[src/design/sbeq_pkg.sv]
// Shared types and constants for the stereo biquad equalizer.
package sbeq_pkg;

    localparam int BANDS_DEF          = 8;
    localparam int SAMPLE_BITS        = 24;
    localparam int COEF_FRAC_BITS_DEF = 28;
    localparam int COEF_BITS          = 32;
    localparam int STATE_BITS         = 48;
    localparam int NCOEF              = 5;

    localparam logic OP_SAMPLE = 1'b0;
    localparam logic OP_COEF   = 1'b1;

    localparam logic [2:0] SEL_B0 = 3'd0;
    localparam logic [2:0] SEL_B1 = 3'd1;
    localparam logic [2:0] SEL_B2 = 3'd2;
    localparam logic [2:0] SEL_A1 = 3'd3;
    localparam logic [2:0] SEL_A2 = 3'd4;

endpackage

[src/design/sbeq_mac.sv]
// Registered multiply, rounding to state scale.
module sbeq_mac import sbeq_pkg::*; #(
    parameter int COEF_FRAC_BITS = COEF_FRAC_BITS_DEF
) (
    input  logic                          i_clk,
    input  logic signed [COEF_BITS-1:0]   i_coef,
    input  logic signed [SAMPLE_BITS-1:0] i_x,
    output logic signed [STATE_BITS:0]    o_term
);
    localparam int SF_RAW     = STATE_BITS - SAMPLE_BITS - 4;
    localparam int STATE_FRAC = (SF_RAW < COEF_FRAC_BITS) ? SF_RAW : COEF_FRAC_BITS;
    localparam int SHIFT      = COEF_FRAC_BITS - STATE_FRAC;
    localparam int PW         = COEF_BITS + SAMPLE_BITS;
    localparam logic signed [PW:0] RND = (SHIFT > 0) ? ((PW+1)'(1) <<< (SHIFT - 1)) : '0;

    logic signed [PW-1:0] r_prod;
    logic signed [PW:0]   w_rnd;

    always_ff @(posedge i_clk) begin
        r_prod <= i_coef * i_x;
    end

    // round half up, then floor shift
    always_comb begin
        w_rnd = (PW+1)'(r_prod);
        if (SHIFT > 0) begin
            w_rnd = (w_rnd + RND) >>> SHIFT;
        end
        o_term = (STATE_BITS+1)'(w_rnd);
    end
endmodule
[config.mk]
export PLATFORM = sky130hd
export DESIGN_NAME = sbeq_mac
export DESIGN_NICKNAME = d
export VERILOG_FILES = /design/src/design/sbeq_pkg.sv /design/src/design/sbeq_mac.sv
export SDC_FILE = /design/constraint.sdc
export NUM_CORES = 2
export LEC_CHECK = 0
export BUFFER_PORTS_ARGS = -buffer_cell sky130_fd_sc_hd__buf_2
export CORE_MARGIN = 4
export CORE_UTILIZATION = 65
export DETAILED_ROUTE_END_ITERATION = 8
export PLACE_DENSITY = 0.83
export SYNTH_ARGS = -nofsm -noshare
export SYNTH_HDL_FRONTEND = slang
export SYNTH_SLANG_ARGS = --single-unit
[constraint.sdc]
create_clock -name i_clk -period 7.8 [get_ports i_clk]
set_input_delay 0.39 -clock i_clk [delete_from_list [all_inputs] [get_ports i_clk]]
set_output_delay 0.39 -clock i_clk [all_outputs]
set_load 0.01 [all_outputs]
### Word-level counts from Yosys, hierarchy flattened

Index checks and enable logic that the tools add are counted.

| operators by class | value |
|---|---|
| $add $sub $neg | 1 |
| multiply operators | 1 |

Operators by type and width:

| cell | count |
|---|---|
| adder 56 x 9 -> 57 bit, second input constant | 1 |
| multiplier 32 x 24 -> 56 bit | 1 |

| word-level totals | value |
|---|---|
| output and inout port bits | 49 |
| register bits after elaboration | 56 |
| word-level logic and storage cells | 3 |
| input bits | 57 |

### Logic depth before layout (Yosys ltp)

| depth | value |
|---|---|
| word-level depth | 1 |
| depth in mapped cells | 27 |
| gate-level depth less buffers | 26 |

### Worst setup path before layout

OpenSTA, ideal clock, no wires.

| timing path | value |
|---|---|
| kind | input port to flip-flop |
| from | input i_x[0] |
| to | register r_prod[54] |
| setup time | 0.093 ns |
| arrival time | 6.700 ns |
| stages on the path | 23 |
| required time | 7.707 ns |
| setup slack | 1.007 ns |
| path buffers | 1 |
| path through | clkbuf_1 and2_1 fa_1 fa_1 inv_1 fa_1 inv_1 fa_1 fa_1 fa_1 inv_1 fa_1 inv_1 ha_1 a21o_1 a21o_1 a21oi_1 o21ai_0 a221o_1 a31oi_4 nor2_2 or2_4 o311ai_2 |

| on the way | value |
|---|---|
| cells in the longest elaborated chain, start to end | 1 |

Ends and longest elaborated chain:

| item | line | source |
|---|---|---|
| from (decl) | sbeq_mac.sv:7 | `input logic signed [SAMPLE_BITS-1:0] i_x,` |
| multiplier 32 x 24 -> 56 bit | sbeq_mac.sv:20 | `r_prod <= i_coef * i_x;` |
| to (signal assigned) | sbeq_mac.sv:20 |  |
| to (decl) | sbeq_mac.sv:16 | `logic signed [PW-1:0] r_prod;` |

Every way passes these cells.

### Worst setup path after layout

| timing path | value |
|---|---|
| from | input i_x[1] |
| to | register r_prod[54] |

Same word-level chain as after synthesis.

==> results by group <==
Critical path
  • Worst path most repeated cell: fa_1
  • Worst Setup End Kind: flop
  • Slowest cell on crit path: fa_1
  • CP Class: in2reg
  • Req. time, crit path: roughly 8 ns
  • Crit path largest cell delay: 0.72 ns
  • WP data arrival: 7.58 ns
  • Worst path cell trace: buf_2 > and2_1 > fa_1 > fa_1 > inv_1 > fa_1 > inv_1 > fa_1 > fa_1 > fa_1 > inv_1 > fa_1 > inv_1 > ha_1 > a21o_1 > a21o_1 > a21oi_1 > o21ai_0 > a221o_1 > a31oi_4 > nor2_2 > or2_4 > o311ai_2
  • Critical path peak fanout: 32
  • Startpoint Class: input port

Global route
  • Largest net degree at the start of global routing: 33
  • Antenna violations before repair: 3
  • Number of global-route vias before repair: roughly 25000
  • GRT Overall Usage: 33.8%
  • Total gr overflow: 0
  • First-pass GRT wire length: 124000 um

Worst hold path
  • Hold WC Path Type: in2reg

Floorplan
  • Die Ht: 217 um
  • Row cnt: 76
  • Die Span X: 217 um
  • IO Pins: 106
  • Die ar.: around 0.047 mm^2
  • Core Region: between 0.04 and 0.05 mm^2
  • Starting density of the core: 65.9%

Logic synthesis
  • Post-synth ARST share: 0%
  • Synthesized area: between 0.02 and 0.03 mm^2
  • Number of flops mapped to enable cells by yosys: 0
  • Top FF cell, synth: dfxtp_1
  • Syn avg cell area: a little over 9 um^2
  • Cells after Synth: 3072
  • Yosys warnings: 0
  • Post-synth cell types: 55
  • Post-synthesis sequential area ratio: ~3.4%
  • Total nets after synthesis: 4058
  • Register bit count reported by yosys: roughly 50

Cells and area
  • Fillers: 3338
  • Layout area overhead: 4.21%
  • Fin nets: between 4000 and 5000
  • Largest Register: r_prod
  • Largest register FFs: around 50
  • Layout cells sized above 1: 5.45%
  • Biggest regs: r_prod x49

Routing
  • Drt initial violations: 1415
  • Initial DRT Pass Iterations: 5
  • DR vias/cell: 5.69
  • Wirelength per Cell: ~20 um
  • Vias: 20900
  • Antenna-violating nets left: 0
  • Post-Route WL: 74100 um
  • DRC violations left: 0

Run status
  • Status: complete, no violations

CTS
  • Postcts setup bufs: 0
  • CTS Buffer Depth: 2
  • # hold bufs at CTS: 0
  • CTS buffer count: 5
  • CTS clock-pin slew for the worst setup and hold paths: 0.07 ns
  • TritonCTS Sinks: ~50
  • CTS H-tree depth: 2
  • TritonCTS clock tree: built
  • Post_cts resized: 0
  • CTS root buf: clkbuf_16

Timing
  • Final Hold Viols: 0
  • Fmax: 136 MHz
  • Tmin final: around 7.4 ns
  • Slew headroom: 36.7%
  • RSZ-0062 raised after global routing: no
  • Fin. max-slew vios: 0
  • Worst slew pin tran: 0.941 ns
  • Period Utilization, post-route: a little over nine tenths
  • Fin Setup TNS: 0 ns
  • Setup-failing EPs final: 0

Job
  • Number of max-cap violations: 0

Place
  • Dpl hpwl: 62500 um
  • Placer Congestion: around 0.94
  • Port Buffers: approximately 110
## path summary, 6_finish.rpt
check / startpoint / cells past startpoint / slack [ns] / end
max: i_x[1] / 23 / 0.43 / r_prod[54]
min: i_coef[1] / 4 / 0.93 / r_prod[8]
## routing by layer
metal	up-vias	global-route usage (%)	part of all wire, %
met2	988	60.0	51
li1	8797	-	-
met1	10700	36.7	32
met3	411	4.85	6.6
met4	0	25.0	9.8
met5	-	0	0
## layout make-up
class | count | area [um^2] | share of cell area (%)
antenna | 2 | 5.00 | 0.0169
inverter | 765 | 2870 | 9.69
timing repair buffer | 148 | 848 | 2.86
sequential | 49 | 981 | 3.31
tap | 585 | 732 | 2.47
clock inverter | 3 | 28.8 | 0.0971
multi-input combinational | 2114 | 24000 | 81.1
clock buffer | 5 | 125 | 0.422
## Yosys cell counts, types with 2 or more instances
cell / n / area share [%]
a21boi_0: 3 / 0.079
a21o_1: 25 / 0.66
a21oi_1: 41 / 0.72
a221o_1: 2 / 0.070
a31o_2: 2 / 0.062
a31oi_1: 7 / 0.15
a41o_1: 2 / 0.070
and2_1: 367 / 8.1
and3_1: 12 / 0.26
and4_1: 3 / 0.092
clkbuf_1: 143 / 1.9
dfxtp_1: 49 / 3.4
fa_1: 782 / 55
ha_1: 147 / 6.5
inv_1: 765 / 10
nand2_1: 420 / 5.5
nand2b_1: 12 / 0.26
nand3_1: 27 / 0.48
nand3b_1: 2 / 0.053
nand4_1: 19 / 0.42
nor2_1: 59 / 0.78
nor2b_1: 10 / 0.22
nor3_1: 7 / 0.12
o211ai_1: 3 / 0.079
o21a_1: 3 / 0.079
o21ai_0: 15 / 0.26
o21bai_1: 10 / 0.26
o311ai_0: 2 / 0.062
or4_1: 2 / 0.053
xnor2_1: 76 / 2.3
xor2_1: 31 / 0.95
## logic make-up (layout without fill, tap and decap cells)
logic type,after synthesis,after routing,share of synthesized area (%)
compound gates,129,129,3.13
buf+inv,909,921,12.0
fa+ha+maj,929,929,61.5
flops,49,49,3.45
mux,1,1,0.0352
xor+xnor,107,107,3.30
other cells,0,2,0
simple gates,948,948,16.6
## cell usage in the layout (no fill, tap or decap), drive strengths merged, types with 2 or more instances in the layout
cell / instances
buf: 148
a31o: 2
o211ai: 3
and2: 367
nand3b: 2
o21ai: 15
o21a: 3
fa: 782
xor2: 31
o21bai: 10
a21o: 25
nor2: 60
and4: 3
a31oi: 8
a21boi: 3
nor3: 7
or4: 2
diode: 2
a221o: 2
or3: 2
a41o: 2
nand2: 420
nand3: 28
nand2b: 12
nor2b: 10
clkbuf: 5
and3: 12
ha: 147
nand4: 19
xnor2: 76
dfxtp: 49
inv: 768
a21oi: 41
o311ai: 3
## critical path: cells and delay by family
family          cells  cell delay (ns)
simple gates        3             0.64
buf+inv             5             0.85
compound gates      7             1.56
fa+ha+maj           8             4.12
## metrics by stage
step / area [um^2] / setup slack (ns) / utilization (%) / hold WS, ns / cells
after detailed placement: 29500 / 0.176 / 68.3 / 0.899 / 3661
after global placement: 29500 / 0.327 / 68.3 / 0.903 / 3661
final: 29600 / 0.435 / 68.7 / 0.927 / 3671
after floorplan: 28400 / 1.01 / - / 0.717 / 3072
after CTS: 29600 / 0.493 / 68.6 / 0.896 / 3669
after global routing: 29600 / 0.150 / 68.6 / 0.982 / 3670
Power is not shown: default switching activity piles up to over one toggle a cycle in this logic, so the estimate is an artifact.
